File: config.mk
export PLATFORM = sky130hd
export DESIGN_NAME = blank_aware_running_statistics_unit_flat
export DESIGN_NICKNAME = d
export VERILOG_FILES = /design/src/hw/rtl/bars_pkg.sv /design/src/hw/rtl/bars_ifs.sv /design/src/hw/rtl/bars_front.sv /design/src/hw/rtl/bars_fifo.sv /design/src/hw/rtl/bars_back.sv /design/src/hw/rtl/blank_aware_running_statistics_unit.sv /design/src/flat_wrapper.sv
export SDC_FILE = /design/constraint.sdc
export NUM_CORES = 2
export LEC_CHECK = 0
export ABC_AREA = 1
export BUFFER_PORTS_ARGS = -buffer_cell sky130_fd_sc_hd__buf_4
export CAP_MARGIN = 20
export CORE_MARGIN = 2
export CORE_UTILIZATION = 28
export CTS_BUF_LIST = sky130_fd_sc_hd__clkbuf_2
export DETAILED_ROUTE_END_ITERATION = 12
export PLACE_DENSITY = 0.4
export SYNTH_ARGS = -nofsm -noshare
export SYNTH_HDL_FRONTEND = slang
export SYNTH_SLANG_ARGS = --single-unit
File: constraint.sdc
create_clock -name clk -period 19.3 [get_ports clk]
set_input_delay 1.93 -clock clk [delete_from_list [all_inputs] [get_ports clk]]
set_output_delay 1.93 -clock clk [all_outputs]
set_load 0.03 [all_outputs]
File: src/hw/rtl/bars_pkg.sv
// Shared constants and types for the blank-aware running statistics unit.
package bars_pkg;

  localparam int MINMAX_W = 16;
  localparam int MEAN_W   = 24;
  localparam int RMS_W    = 24;
  localparam int TOTAL_W  = 24;
  localparam int QW       = 64;

  localparam logic signed [MEAN_W-1:0] MEAN_MAX = 24'sh7FFFFF;
  localparam logic signed [MEAN_W-1:0] MEAN_MIN = -24'sh800000;
  localparam logic [RMS_W-1:0]         RMS_MAX  = 24'hFFFFFF;

  typedef enum logic [7:0] {
    ST_IDLE  = 8'b0000_0001,
    ST_DMEAN = 8'b0000_0010,
    ST_MNS2  = 8'b0000_0100,
    ST_MS1SQ = 8'b0000_1000,
    ST_MNN1  = 8'b0001_0000,
    ST_DVAR  = 8'b0010_0000,
    ST_SQRT  = 8'b0100_0000,
    ST_FIN   = 8'b1000_0000
  } back_st_t;

endpackage

File: src/hw/rtl/bars_ifs.sv
// Channel interfaces: sample input, configuration write and result output.
interface bars_in_if #(parameter int SB = 16);
  logic              valid;
  logic              ready;
  logic signed [SB-1:0] sample;
  logic              restart;
  modport source (output valid, sample, restart, input ready);
  modport sink   (input valid, sample, restart, output ready);
endinterface

interface bars_cfg_if #(parameter int SB = 16);
  logic              valid;
  logic              ready;
  logic signed [SB-1:0] data;
  modport source (output valid, data, input ready);
  modport sink   (input valid, data, output ready);
endinterface

interface bars_out_if import bars_pkg::*; ();
  logic                       valid;
  logic                       ready;
  logic signed [MINMAX_W-1:0] min_value;
  logic signed [MINMAX_W-1:0] max_value;
  logic signed [MEAN_W-1:0]   mean_value;
  logic [RMS_W-1:0]           rms_value;
  logic                       stats_valid;
  logic                       rms_valid;
  logic [TOTAL_W-1:0]         blank_total;
  logic [TOTAL_W-1:0]         sample_total;
  logic                       count_overflow;
  modport source (output valid, min_value, max_value, mean_value, rms_value, stats_valid,
                  rms_valid, blank_total, sample_total, count_overflow, input ready);
  modport sink   (input valid, min_value, max_value, mean_value, rms_value, stats_valid,
                  rms_valid, blank_total, sample_total, count_overflow, output ready);
endinterface

File: src/hw/rtl/bars_front.sv
// Front end: takes samples, classifies blanks and keeps the running accumulators.
module bars_front import bars_pkg::*; #(
  parameter int SB = 16,
  parameter int CB = 24,
  localparam int SUMW = SB + CB,
  localparam int SQW  = 2*SB + CB,
  localparam int SNW  = 2*SB + SUMW + SQW + 3*CB + 1
) (
  input  logic           clk,
  input  logic           rst_n,
  bars_in_if.sink        in_port,
  bars_cfg_if.sink       cfg_port,
  output logic           push,
  input  logic           full,
  output logic [SNW-1:0] snap
);

  logic signed [SB-1:0]   blank_r;
  logic signed [SB-1:0]   min_r, max_r, min_b, max_b, min_nxt, max_nxt;
  logic signed [SUMW-1:0] sum_r, sum_b, sum_nxt;
  logic [SQW-1:0]         sq_r, sq_b, sq_nxt;
  logic [CB-1:0]          n_r, n_b, n_nxt, blk_r, blk_b, blk_nxt, tot_r, tot_b, tot_nxt;
  logic                   sat_r, sat_b, sat_nxt;
  logic signed [SB-1:0]   x;
  logic [SB-1:0]          mag;
  logic [2*SB-1:0]        sq;

  assign cfg_port.ready = 1'b1;
  assign in_port.ready  = !full;
  assign push           = in_port.valid && !full;

  always_ff @(posedge clk) begin
    if (!rst_n) begin
      blank_r <= {1'b1, {(SB-1){1'b0}}};
    end else if (cfg_port.valid) begin
      blank_r <= cfg_port.data;
    end
  end

  always_comb begin
    x   = in_port.sample;
    mag = x[SB-1] ? (~x + 1'b1) : x;
    sq  = mag * mag;
    if (in_port.restart) begin
      min_b = '0; max_b = '0; sum_b = '0; sq_b = '0;
      n_b = '0; blk_b = '0; tot_b = '0; sat_b = 1'b0;
    end else begin
      min_b = min_r; max_b = max_r; sum_b = sum_r; sq_b = sq_r;
      n_b = n_r; blk_b = blk_r; tot_b = tot_r; sat_b = sat_r;
    end
    min_nxt = min_b; max_nxt = max_b; sum_nxt = sum_b; sq_nxt = sq_b;
    n_nxt = n_b; blk_nxt = blk_b; tot_nxt = tot_b; sat_nxt = sat_b;
    if (!sat_b) begin
      tot_nxt = tot_b + 1'b1;
      if (x == blank_r) begin
        blk_nxt = blk_b + 1'b1;
      end else begin
        if (n_b == '0) begin
          min_nxt = x;
          max_nxt = x;
        end else if (x > max_b) begin
          max_nxt = x;
        end else if (x < min_b) begin
          min_nxt = x;
        end
        sum_nxt = sum_b + {{CB{x[SB-1]}}, x};
        sq_nxt  = sq_b + SQW'(sq);
        n_nxt   = n_b + 1'b1;
      end
      sat_nxt = &tot_nxt;
    end
  end

  always_ff @(posedge clk) begin
    if (!rst_n) begin
      min_r <= '0; max_r <= '0; sum_r <= '0; sq_r <= '0;
      n_r <= '0; blk_r <= '0; tot_r <= '0; sat_r <= 1'b0;
    end else if (push) begin
      min_r <= min_nxt; max_r <= max_nxt; sum_r <= sum_nxt; sq_r <= sq_nxt;
      n_r <= n_nxt; blk_r <= blk_nxt; tot_r <= tot_nxt; sat_r <= sat_nxt;
    end
  end

  assign snap = {sat_nxt, tot_nxt, blk_nxt, n_nxt, sq_nxt, sum_nxt, max_nxt, min_nxt};

endmodule

File: src/hw/rtl/bars_fifo.sv
// Two-entry queue of accumulator snapshots between front and back.
module bars_fifo #(
  parameter int W = 8
) (
  input  logic         clk,
  input  logic         rst_n,
  input  logic         push,
  input  logic [W-1:0] wr_data,
  output logic         full,
  input  logic         pop,
  output logic         not_empty,
  output logic [W-1:0] rd_data,
  output logic [1:0]   level
);

  logic [W-1:0] mem_r [2];
  logic         wp_r, rp_r;
  logic [1:0]   cnt_r;

  assign full      = cnt_r == 2'd2;
  assign not_empty = cnt_r != 2'd0;
  assign rd_data   = mem_r[rp_r];
  assign level     = cnt_r;

  always_ff @(posedge clk) begin
    if (push) mem_r[wp_r] <= wr_data;
  end

  always_ff @(posedge clk) begin
    if (!rst_n) begin
      wp_r  <= 1'b0;
      rp_r  <= 1'b0;
      cnt_r <= 2'd0;
    end else begin
      if (push) wp_r <= !wp_r;
      if (pop)  rp_r <= !rp_r;
      cnt_r <= cnt_r + 2'(push) - 2'(pop);
    end
  end

endmodule

File: src/hw/rtl/bars_back.sv
// Back end: sequential mean, variance division and square root per snapshot.
module bars_back import bars_pkg::*; #(
  parameter int SB = 16,
  parameter int CB = 24,
  localparam int SUMW = SB + CB,
  localparam int SQW  = 2*SB + CB,
  localparam int SNW  = 2*SB + SUMW + SQW + 3*CB + 1
) (
  input  logic           clk,
  input  logic           rst_n,
  input  logic           snap_valid,
  input  logic [SNW-1:0] snap,
  output logic           pop,
  bars_out_if.source     out_port
);

  localparam int PW   = SQW + CB;
  localparam int DW   = PW + 16;
  localparam int DVW  = 2*CB;
  localparam int MPW  = SUMW;
  localparam int CNTW = $clog2(DW + 1);

  back_st_t st_r, st_nxt;
  logic [CNTW-1:0] cnt_r, cnt_nxt;
  logic ov_r, fin_load;

  // snapshot fields
  logic signed [SB-1:0]   s_min, s_max;
  logic signed [SUMW-1:0] s_sum;
  logic [SQW-1:0]         s_sq;
  logic [CB-1:0]          s_n, s_blk, s_tot;
  logic                   s_sat;
  logic [SUMW-1:0]        s_mag;

  logic signed [SB-1:0]   min_r, max_r;
  logic signed [SUMW-1:0] s1_r;
  logic [SQW-1:0]         s2_r;
  logic [CB-1:0]          n_r, blk_r, tot_r;
  logic                   sat_r;
  logic [SUMW-1:0]        mag1;

  logic [PW-1:0]  mc_r, prod_r, ns2_r, diff_r, prod_n;
  logic [MPW-1:0] mp_r;
  logic [DW-1:0]  dd_r;
  logic [DVW-1:0] rem_r, dvs_r, rem_n;
  logic [DVW:0]   rem_s;
  logic           dge;
  logic [QW-1:0]  q_r, q_n, qm;
  logic signed [QW:0] mf;
  logic [QW-1:0]  v_r, res_r, bit_r, t_s, v_n, res_n;
  logic           sge;
  logic signed [MEAN_W-1:0] mean_r, mean_c;
  logic [RMS_W-1:0] rms_r;

  assign {s_sat, s_tot, s_blk, s_n, s_sq, s_sum, s_max, s_min} = snap;
  assign s_mag = s_sum[SUMW-1] ? (~s_sum + 1'b1) : s_sum;
  assign mag1  = s1_r[SUMW-1] ? (~s1_r + 1'b1) : s1_r;

  assign pop      = (st_r == ST_IDLE) && snap_valid;
  assign fin_load = (st_r == ST_FIN) && (!ov_r || out_port.ready);

  // shift-add multiplier step
  assign prod_n = prod_r + (mp_r[0] ? mc_r : '0);

  // restoring divider step
  always_comb begin
    rem_s = {rem_r, dd_r[DW-1]};
    dge   = rem_s >= {1'b0, dvs_r};
    rem_n = dge ? DVW'(rem_s - {1'b0, dvs_r}) : DVW'(rem_s);
    q_n   = {q_r[QW-2:0], dge};
  end

  // mean from the divider's final step, floored
  always_comb begin
    qm = q_n + QW'(s1_r[SUMW-1] && (rem_n != '0));
    mf = s1_r[SUMW-1] ? -$signed({1'b0, qm}) : $signed({1'b0, qm});
    if (mf > (QW+1)'(MEAN_MAX))      mean_c = MEAN_MAX;
    else if (mf < (QW+1)'(MEAN_MIN)) mean_c = MEAN_MIN;
    else                             mean_c = MEAN_W'(mf);
  end

  // square root step, two bits a cycle
  always_comb begin
    t_s   = res_r + bit_r;
    sge   = v_r >= t_s;
    v_n   = sge ? v_r - t_s : v_r;
    res_n = sge ? (res_r >> 1) + bit_r : res_r >> 1;
  end

  always_comb begin
    st_nxt  = st_r;
    cnt_nxt = cnt_r - 1'b1;
    case (st_r)
      ST_IDLE: begin
        if (snap_valid) begin
          st_nxt  = (s_n != '0) ? ST_DMEAN : ST_FIN;
          cnt_nxt = CNTW'(DW - 1);
        end
      end
      ST_DMEAN: if (cnt_r == '0) begin
        st_nxt  = (n_r > CB'(1)) ? ST_MNS2 : ST_FIN;
        cnt_nxt = CNTW'(MPW - 1);
      end
      ST_MNS2: if (cnt_r == '0) begin
        st_nxt  = ST_MS1SQ;
        cnt_nxt = CNTW'(MPW - 1);
      end
      ST_MS1SQ: if (cnt_r == '0) begin
        st_nxt  = ST_MNN1;
        cnt_nxt = CNTW'(MPW - 1);
      end
      ST_MNN1: if (cnt_r == '0) begin
        st_nxt  = ST_DVAR;
        cnt_nxt = CNTW'(DW - 1);
      end
      ST_DVAR: if (cnt_r == '0) begin
        st_nxt  = ST_SQRT;
        cnt_nxt = CNTW'(QW/2 - 1);
      end
      ST_SQRT: if (cnt_r == '0) begin
        st_nxt = ST_FIN;
      end
      ST_FIN: if (fin_load) begin
        st_nxt = ST_IDLE;
      end
      default: st_nxt = ST_IDLE;
    endcase
  end

  always_ff @(posedge clk) begin
    if (!rst_n) begin
      st_r  <= ST_IDLE;
      cnt_r <= '0;
      ov_r  <= 1'b0;
    end else begin
      st_r  <= st_nxt;
      cnt_r <= cnt_nxt;
      if (fin_load)            ov_r <= 1'b1;
      else if (out_port.ready) ov_r <= 1'b0;
    end
  end

  always_ff @(posedge clk) begin
    case (st_r)
      ST_IDLE: begin
        if (snap_valid) begin
          min_r <= s_min; max_r <= s_max; s1_r <= s_sum; s2_r <= s_sq;
          n_r <= s_n; blk_r <= s_blk; tot_r <= s_tot; sat_r <= s_sat;
          mean_r <= '0;
          rms_r  <= '0;
          dd_r   <= DW'({s_mag, 8'b0});
          rem_r  <= '0;
          dvs_r  <= DVW'(s_n);
          q_r    <= '0;
        end
      end
      ST_DMEAN: begin
        dd_r  <= dd_r << 1;
        rem_r <= rem_n;
        q_r   <= q_n;
        if (cnt_r == '0) begin
          mean_r <= mean_c;
          mc_r   <= PW'(s2_r);
          mp_r   <= MPW'(n_r);
          prod_r <= '0;
        end
      end
      ST_MNS2, ST_MS1SQ, ST_MNN1: begin
        prod_r <= prod_n;
        mc_r   <= mc_r << 1;
        mp_r   <= mp_r >> 1;
        if (cnt_r == '0) begin
          prod_r <= '0;
          if (st_r == ST_MNS2) begin
            ns2_r <= prod_n;
            mc_r  <= PW'(mag1);
            mp_r  <= mag1;
          end else if (st_r == ST_MS1SQ) begin
            diff_r <= ns2_r - prod_n;
            mc_r   <= PW'(n_r);
            mp_r   <= MPW'(n_r - 1'b1);
          end else begin
            dvs_r <= prod_n[DVW-1:0];
            dd_r  <= {diff_r, 16'b0};
            rem_r <= '0;
            q_r   <= '0;
          end
        end
      end
      ST_DVAR: begin
        dd_r  <= dd_r << 1;
        rem_r <= rem_n;
        q_r   <= q_n;
        if (cnt_r == '0) begin
          v_r   <= q_n;
          res_r <= '0;
          bit_r <= {2'b01, {(QW-2){1'b0}}};
        end
      end
      ST_SQRT: begin
        v_r   <= v_n;
        res_r <= res_n;
        bit_r <= bit_r >> 2;
        if (cnt_r == '0) begin
          rms_r <= (res_n > QW'(RMS_MAX)) ? RMS_MAX : RMS_W'(res_n);
        end
      end
      ST_FIN: begin
        if (fin_load) begin
          out_port.min_value      <= MINMAX_W'(min_r);
          out_port.max_value      <= MINMAX_W'(max_r);
          out_port.mean_value     <= mean_r;
          out_port.rms_value      <= rms_r;
          out_port.stats_valid    <= n_r != '0;
          out_port.rms_valid      <= n_r > CB'(1);
          out_port.blank_total    <= TOTAL_W'(blk_r);
          out_port.sample_total   <= TOTAL_W'(tot_r);
          out_port.count_overflow <= sat_r;
        end
      end
      default: ;
    endcase
  end

  assign out_port.valid = ov_r;

endmodule

File: src/hw/rtl/blank_aware_running_statistics_unit.sv
// Top level of the blank-aware running statistics unit.
// Usage:
//   in_port  : valid/ready channel, one signed sample plus a restart flag per word.
//   cfg_port : valid/ready write of the blank code; always ready. Write only when idle.
//   out_port : valid/ready channel, one result word per input word, in order.
// The front end updates min, max, sum, sum of squares and counts in the accepting
// cycle and queues a snapshot (two entries). The back end works one snapshot at a
// time with a shift-add multiplier, a restoring divider and a bitwise square root.
// The divider takes D = 2*SAMPLE_BITS+2*COUNT_BITS+16 steps (96 at defaults), the
// multiplier M = SAMPLE_BITS+COUNT_BITS steps (40). A word with no defined sample
// goes straight to the result; one defined sample needs the mean only; otherwise
// the mean, three multiplies, the variance division and the square root are run.
// The back end sets throughput; the front takes a word per cycle until the queue fills.
// Reset clears all statistics, sets the blank code to the most negative sample and
// empties the queue. A stalled receiver holds the result register; the back end
// finishes the next word behind it, then the queue fills and in_port.ready drops.
module blank_aware_running_statistics_unit import bars_pkg::*; #(
  parameter int SAMPLE_BITS = 16,
  parameter int COUNT_BITS  = 24
) (
  input  logic       clk,
  input  logic       rst_n,
  bars_in_if.sink    in_port,
  bars_cfg_if.sink   cfg_port,
  bars_out_if.source out_port
);

  localparam int SNW = 2*SAMPLE_BITS + (SAMPLE_BITS + COUNT_BITS)
                     + (2*SAMPLE_BITS + COUNT_BITS) + 3*COUNT_BITS + 1;

  logic           push, full, pop, not_empty;
  logic [SNW-1:0] snap_in, snap_out;
  logic [1:0]     level;

  bars_front #(.SB(SAMPLE_BITS), .CB(COUNT_BITS)) u_front (
    .clk, .rst_n, .in_port, .cfg_port, .push, .full, .snap(snap_in)
  );

  bars_fifo #(.W(SNW)) u_fifo (
    .clk, .rst_n, .push, .wr_data(snap_in), .full, .pop, .not_empty,
    .rd_data(snap_out), .level
  );

  bars_back #(.SB(SAMPLE_BITS), .CB(COUNT_BITS)) u_back (
    .clk, .rst_n, .snap_valid(not_empty), .snap(snap_out), .pop, .out_port
  );

`ifndef SYNTHESIS
  a_level: assert property (@(posedge clk) disable iff (!rst_n)
    level != 2'd3) else $error("snapshot queue overrun");

  a_rms_needs_stats: assert property (@(posedge clk) disable iff (!rst_n)
    out_port.valid |-> (!out_port.rms_valid || out_port.stats_valid))
    else $error("rms valid without stats valid");

  a_overflow_total: assert property (@(posedge clk) disable iff (!rst_n)
    out_port.valid && out_port.count_overflow |->
      out_port.sample_total == TOTAL_W'({COUNT_BITS{1'b1}}))
    else $error("overflow flag without saturated total");

  a_no_push_full: assert property (@(posedge clk) disable iff (!rst_n)
    full && !pop |=> level == 2'd2) else $error("queue lost an entry");
`endif

endmodule

File: src/flat_wrapper.sv
// flat-port wrapper written by rule: the top's interface ports become plain ports
module blank_aware_running_statistics_unit_flat import bars_pkg::*;
#(
  parameter int SAMPLE_BITS = 16,
  parameter int COUNT_BITS  = 24
)
  (clk, rst_n, in_port_valid, in_port_sample, in_port_restart, in_port_ready, cfg_port_valid, cfg_port_data, cfg_port_ready, out_port_valid, out_port_min_value, out_port_max_value, out_port_mean_value, out_port_rms_value, out_port_stats_valid, out_port_rms_valid, out_port_blank_total, out_port_sample_total, out_port_count_overflow, out_port_ready);
  bars_in_if #(.SB(16)) in_port_i ();
  bars_cfg_if #(.SB(16)) cfg_port_i ();
  bars_out_if out_port_i ();
  input  logic clk;
  input  logic rst_n;
  input wire logic [$bits(in_port_i.valid)-1:0] in_port_valid;
  input wire logic [$bits(in_port_i.sample)-1:0] in_port_sample;
  input wire logic [$bits(in_port_i.restart)-1:0] in_port_restart;
  output wire logic [$bits(in_port_i.ready)-1:0] in_port_ready;
  input wire logic [$bits(cfg_port_i.valid)-1:0] cfg_port_valid;
  input wire logic [$bits(cfg_port_i.data)-1:0] cfg_port_data;
  output wire logic [$bits(cfg_port_i.ready)-1:0] cfg_port_ready;
  output wire logic [$bits(out_port_i.valid)-1:0] out_port_valid;
  output wire logic [$bits(out_port_i.min_value)-1:0] out_port_min_value;
  output wire logic [$bits(out_port_i.max_value)-1:0] out_port_max_value;
  output wire logic [$bits(out_port_i.mean_value)-1:0] out_port_mean_value;
  output wire logic [$bits(out_port_i.rms_value)-1:0] out_port_rms_value;
  output wire logic [$bits(out_port_i.stats_valid)-1:0] out_port_stats_valid;
  output wire logic [$bits(out_port_i.rms_valid)-1:0] out_port_rms_valid;
  output wire logic [$bits(out_port_i.blank_total)-1:0] out_port_blank_total;
  output wire logic [$bits(out_port_i.sample_total)-1:0] out_port_sample_total;
  output wire logic [$bits(out_port_i.count_overflow)-1:0] out_port_count_overflow;
  input wire logic [$bits(out_port_i.ready)-1:0] out_port_ready;
  assign in_port_i.valid = in_port_valid;
  assign in_port_i.sample = in_port_sample;
  assign in_port_i.restart = in_port_restart;
  assign in_port_ready = in_port_i.ready;
  assign cfg_port_i.valid = cfg_port_valid;
  assign cfg_port_i.data = cfg_port_data;
  assign cfg_port_ready = cfg_port_i.ready;
  assign out_port_valid = out_port_i.valid;
  assign out_port_min_value = out_port_i.min_value;
  assign out_port_max_value = out_port_i.max_value;
  assign out_port_mean_value = out_port_i.mean_value;
  assign out_port_rms_value = out_port_i.rms_value;
  assign out_port_stats_valid = out_port_i.stats_valid;
  assign out_port_rms_valid = out_port_i.rms_valid;
  assign out_port_blank_total = out_port_i.blank_total;
  assign out_port_sample_total = out_port_i.sample_total;
  assign out_port_count_overflow = out_port_i.count_overflow;
  assign out_port_i.ready = out_port_ready;
  blank_aware_running_statistics_unit #(.SAMPLE_BITS(SAMPLE_BITS), .COUNT_BITS(COUNT_BITS)) u_core (.clk(clk), .rst_n(rst_n), .in_port(in_port_i), .cfg_port(cfg_port_i), .out_port(out_port_i));
endmodule
# After elaboration in Yosys (flattened, before gate mapping)
# Memory sizes are Yosys's and may differ from the RTL's. A register that Yosys moved wholly into a read port is not among the register bits.
# Index checks and enable logic that the tools add are counted.
# word_totals
reg_bits	1424
mem_bits_rw	402
inputBits	38
out_inout_bits	134
word_cells	244
mem_count	1
# memory_table
name	depth	width	rd	rd_clocked_by_memory_dff	write_ports	line_no	source
u_core.u_fifo.mem_r	2	201	1	1	1	bars_fifo.sv:16	logic [W-1:0] mem_r [2];
# classes
addsub	20
mul	1
n_lt_le_gt_ge	8
n_eq_ne	22
mux	104
bitwise_logic	4
reduce_logical	38
# ops
cell	n
$mux 80	7
$mux 48	9
$mux 96	4
$pmux 64 s2	3
$mux 40	9
$mux 24	14
$mux 64	5
$pmux 80 s2	2
$pmux 96 s3	1
$mux 63	4
$mux 16	12
$pmux 63 s3	1
$mux 56	3
$pmux 48 s3	1
$pmux 24 s2	2
$pmux 48 s2	1
$add 40x1->40 const B	2
$add 80x80->80	1
$mux 8	10
$not 40->40	2
$pmux 40 s2	1
$sub 80x80->80	1
$add 24x1->24 const B	3
$gt 65x24->1 const B	1
other kinds (57)	98

# Longest topological paths before layout
# logic_depth
ltp_word	12
mapped_depth	54
depth_no_buf	52

# Modules after synthesis
# A second synthesis with hierarchy kept.
# hier_totals
hier_cells	14268
area_unflattened_um2	117066.0
# by_module_without_submodules
mod	instances	cells_per_inst	area_per_inst_um2	seq_area_each_um2
bars_back	1	9430	75668.8	34763.3
bars_front	1	4180	26595.5	4344.2
bars_fifo	1	658	14801.7	12171.7

# Least setup slack after synthesis
# OpenSTA, ideal clock, no wires.
# synth_timing
path_type	flip-flop to flip-flop
start	register u_core.u_back.st_r[4]
end	register u_core.u_back.dd_r[10] (enable)
setup_ns	1.043
t_arrival_ns	16.288
required_time_ns	18.257
setup_slack_ns	1.969
stages_incl_launch_ff	12
path_buffers	0
synth_period_minus_slack_ns	17.331
path_cell_list	dfxtp_1 -> nor2_1 -> inv_1 -> nor2_1 -> inv_1 -> nor4_1 -> nor2_1 -> inv_2 -> nor2_1 -> inv_1 -> nor2_1 -> nor3b_1
# synth_via
elab_chain_cells	4
elab_cells_between_ends	14
classes_between	eq/ne (10); reduce/logical (4)
# synth_rtl
item	line_no	source
start, declared	bars_back.sv:23	back_st_t st_r, st_nxt;
start signal, assigned	bars_back.sv:136	st_r <= st_nxt;
$eq 8x3->1, or another cell as far along	bars_back.sv:144, bars_back.sv:174	
$reduce_or 3->1 or $reduce_or 2->1 (tied branches)	--	
$ne 2x2->1 (no source line) or $reduce_bool 3->1 (tied branches)	--	
$reduce_and 5->1 (no source line) (*)	--	
end signal, assigned	bars_back.sv:151	dd_r <= DW'({s_mag, 8'b0});
end signal, assigned	bars_back.sv:158	dd_r <= dd_r << 1;
end signal, assigned	bars_back.sv:184	dd_r <= {diff_r, 16'b0};
end, declared	bars_back.sv:44	logic [DW-1:0] dd_r;
# Mark *: on every way between the ends. The rest lies on a longest branch, timed or not.
# A chain may end at the register's enable or synchronous reset.

# Worst setup path after layout
# layout_timing
start	register u_core.u_back.rem_r[1]
end	register u_core.u_back.mean_r[20], data pin
# layout_via
elab_chain_cells	12
elab_cells_between_ends	14
classes_between	add/sub (3); order compare (3); mux (6); reduce/logical (2)
# layout_rtl
item	line_no	source
start, declared	bars_back.sv:45	logic [DVW-1:0] rem_r, dvs_r, rem_n;
start signal, assigned	bars_back.sv:159	rem_r <= rem_n;
start signal, assigned	bars_back.sv:192	rem_r <= rem_n;
$sub 48x48->48 or $ge 49x48->1 (tied branches)	bars_back.sv:69, bars_back.sv:68	
$mux 48	bars_back.sv:69	rem_n = dge ? DVW'(rem_s - {1'b0, dvs_r}) : DVW'(rem_s);
$reduce_bool 48->1	bars_back.sv:75	qm = q_n + QW'(s1_r[SUMW-1] && (rem_n != '0));
$logic_and 1x1->1	bars_back.sv:75	
$add 64x1->64 (*)	bars_back.sv:75	
$neg 64->65	bars_back.sv:76	mf = s1_r[SUMW-1] ? -$signed({1'b0, qm}) : $signed({1'b0, qm});
$mux 65 (*)	bars_back.sv:76	
$lt 65x24->1	bars_back.sv:78	else if (mf < (QW+1)'(MEAN_MIN)) mean_c = MEAN_MIN;
$mux 24	bars_back.sv:78	
$mux 24 (*)	bars_back.sv:77	if (mf > (QW+1)'(MEAN_MAX)) mean_c = MEAN_MAX;
$mux 24 (*)	bars_back.sv:161	if (cnt_r == '0) begin
$pmux 24 s2 (*)	bars_back.sv:144	case (st_r)
end signal, assigned	bars_back.sv:162	mean_r <= mean_c;
end, declared	bars_back.sv:52	logic signed [MEAN_W-1:0] mean_r, mean_c;
# Mark *: on every way between the ends. The rest lies on a longest branch, timed or not. The select of a mux whose other input is x is not followed.

==> impl_results.md <==
* Status: finished with violations
* Failing checks: max-slew violations
* Clk pwr share at 0.158
* Largest family of logic cells by synthesized area: simple AND/OR/NAND/NOR gates
* Routed len/inst at roughly 20 um
* Worst-path clk slew at roughly 90 ps
* Largest net degree at the start of global routing at ~170
* Post-DP HPWL at between 300 and 400 mm
* Synth Area in XOR/XNOR at 0.03831
* Final hold violations at 0
* Net Switching at 0.009484 W
* WL final at slightly above 400 mm
* Critical path's slowest cell: nor2_1
* Synth-to-Final Area Change at 11.62%
* TritonCTS buffer count at between 500 and 600
* Die height at around 640 um
* CP endpoint kind: flip-flop
* RSZ-0062 raised after global routing: false
* P_int at roughly 0.01 W
* Simple-gate area share of the yosys netlist at 0.2077
* Hold Crit Class: reg2reg
* DRT Pass-1 Iters at 7
* Synth Area in Adders at 0.09258
* DR vias/cell at 4.658
* Place WS at between 8000 and 9000 ps
* # DRC at 0
* CTS Hold Bufs at 33
* Fill cells at ~44,000
* Cell with the most instances after synthesis: nand2_1
* Crit path launch type: flip-flop
* Fmax at roughly 100 MHz
* Vias at between 90,000 and 100k
* Setup_tns at 0 ps
* H-tree depth at 6
* Worst endpoint required time at approximately 21,000 ps
* Top_reg_cell synth: edfxtp_1
* Layout Nets at around 15,000
* Net Sw Frac at 0.4824
* Setup violators final at 0
* Remaining Overflow, GRT at 0
* Placer Congestion at about 0.90
* I/O Buffers at 170
* Sequential cell area at about 51,000 um2
* Synth top area share at 0.4078
* First-pass GRT wire length at 604.0 mm
* CTS Buffer Depth at 4
* Leak at approximately 56 nW
* Synthesized area at approximately 110,000 um2
* Final WS setup at around 9500 ps
* Post-synthesis mux area share at 0.001316
* Worst-Skew Late Latency at between 2000 and 2500 ps
* Yosys cell types at between 60 and 70
* Initial DRC count at approximately 6,000
* Multi-input gate area in the final layout at about 53,000 um2
* Layout cells sized above 1 at 0.09060
* CTS Sinks at roughly 1,800
* Headroom to the max-slew limit at -0.005995
* Synth Area per Inst at roughly 8 um2
* Top cells by area, synth: edfxtp_1, nand2_1, inv_1
* Post-synth ARST share at 0
* Vias in the first global route at about 96,000
* Core area at 405,800 um2
* Post-synth EDFFs at 1,549
* CP dominant cell by count: nand2_1
* Chip Width at 642.3 um
* Max-slew violations at 19
* Initial antenna violation count at 12
* Post-CTS sizing at 0
* Synth Warn # at 0
* Final Critical Period at about 9800 ps
* Starting Density at 0.2811
* Synth Area in Compound Gates at 0.1227
* Io pins at roughly 170
* Crit path max fanout at between 70 and 80
* Critical Path Max Stage Delay at roughly 700 ps
* Combinational Power Share at 0.516
* Pwr per Cell Area at 154.4 nW/um2
* Die ar. at between 400,000 and 500,000 um2
* Gr usage total at 0.1903
* DRT antenna net count at 0
* Synth Instances at approximately 14,000
* Crit path DAT at around 12,000 ps
* Synth cell count leaders: nand2_1, inv_1, nor2_1, edfxtp_1, o21ai_0
* Placement Cell Area at roughly 120,000 um2
* Hold_ws at between 300 and 400 ps
* VDD IR-drop max at between 0.2 and 0.3 mV
* FP Rows at between 200 and 250
* Clk_skew at between 200 and 250 ps
* Total Power at 0.01966 W
* Root buffer cell: clkbuf_2
* Final Instance Area at between 100,000 and 150,000 um2
* Crit Path Category: reg2reg
* Register bit count reported by yosys at 1,787
* Sequential power share at 0.326
* Cell taking the most area after synthesis: edfxtp_1
* Max-cap violations at 0
* Slew @ Worst Pin at 1509 ps
* CTS tree: built
* Sequential element share of the synthesized area at 0.4495
* Final Cycle Share at 0.5090
* Post-CTS Repair Setup Buffers at 0
-- cell families after synthesis --
group | after synthesis
and+or+nand+nor | 5833
buffers and inverters | 2647
AOI/OAI and AO/OA | 2501
DFF | 1787
adders and majority gates | 724
xor gates and xnor gates | 499
muxes | 15
other | 2
-- cells in the final DEF, fill, tap and decap left out, types with 47 or more instances in the layout --
master,instances
a21o_1,47
a21oi_1,924
a22o_1,50
a31oi_1,151
buf_4,280
clkbuf_2,792
clkinv_1,110
dfxtp_1,237
edfxtp_1,1549
fa_1,200
ha_1,524
inv_1,2260
nand2_1,3014
nand3_1,439
nand4_1,140
nor2_1,1827
nor3_1,153
o211ai_1,61
o21ai_0,975
or2_2,97
xnor2_1,200
xor2_1,299
-- worst paths after layout --
kind,from,cells past startpoint,end,slack (ps)
hold / removal,u_core.u_back.blk_r[20],0,u_core.u_back.out_port.blank_total[20],370
setup / recovery,u_core.u_back.rem_r[1],45,u_core.u_back.mean_r[20],9480
setup reg to reg,u_core.u_back.rem_r[1],45,u_core.u_back.mean_r[20],9480
hold reg to reg,u_core.u_back.blk_r[20],0,u_core.u_back.out_port.blank_total[20],370
-- stage by stage --
stage                     std cells    util
after floorplan               14020       -
after global placement        19370  0.3004
after detailed placement      19370  0.3004
after CTS                     20370  0.3137
after global routing          20370  0.3137
final                         20390  0.3138
-- layout make-up --
cell class / count / area share
repair buffers: 321 / 0.02006
inverters: 2285 / 0.06748
well taps: 5428 / 0.05334
multi-input cells: 9585 / 0.4164
clock inverters: 174 / 0.008569
clock buffers: 792 / 0.03113
diodes: 15 / 0.0002948
flip-flops and latches: 1787 / 0.4028
-- routing by layer --
metal	part of all wire	track usage	vias to the layer above
met1	0.43	0.2340	44880
met2	0.50	0.3433	1895
met3	0.034	0.02115	683
li1	-	-	47500
met5	0.00024	0	-
met4	0.034	0.06429	16
-- power groups by stage --
stage / clock, W / sequential [W] / combinational [W]
global route: 0.00346 / 0.00649 / 0.0115
finish: 0.00311 / 0.00640 / 0.0101
detailed placement: 0 / 0.00649 / 0.0103
floorplan: 0 / 0.00648 / 0.00685
CTS: 0.00328 / 0.00641 / 0.0103
global placement: 0 / 0.00650 / 0.0103
-- critical path, delay by kind of cell, from the launching register on --
family	cells	cell delay, ps
fa+ha+maj	3	1160
simple gates	31	4800
flops	1	400
compound gates	7	1930
buf+inv	4	1030
-- flip-flops by register name, summed over array words and instances, names as in the netlist, 32 cells and up, named ones only --
| name | flops |
|---|---|
| u_core.u_back.s1_r | 40 |
| u_core.u_back.s2_r | 56 |
| u_core.u_front.sum_r | 40 |
| u_core.u_front.sq_r | 56 |
| u_core.u_back.q_r | 63 |
| u_core.u_back.prod_r | 80 |
| u_core.u_back.mp_r | 40 |
| u_core.u_back.dd_r | 88 |
| u_core.u_back.res_r | 64 |
| u_core.u_back.mc_r | 80 |
| u_core.u_back.ns2_r | 80 |
| u_core.u_back.bit_r | 32 |
| u_core.u_fifo.mem_r | 402 |
| u_core.u_back.rem_r | 48 |
| u_core.u_back.diff_r | 80 |
| u_core.u_back.v_r | 64 |
| u_core.u_back.dvs_r | 48 |
Note: power is estimated with default switching activity, not from simulation.
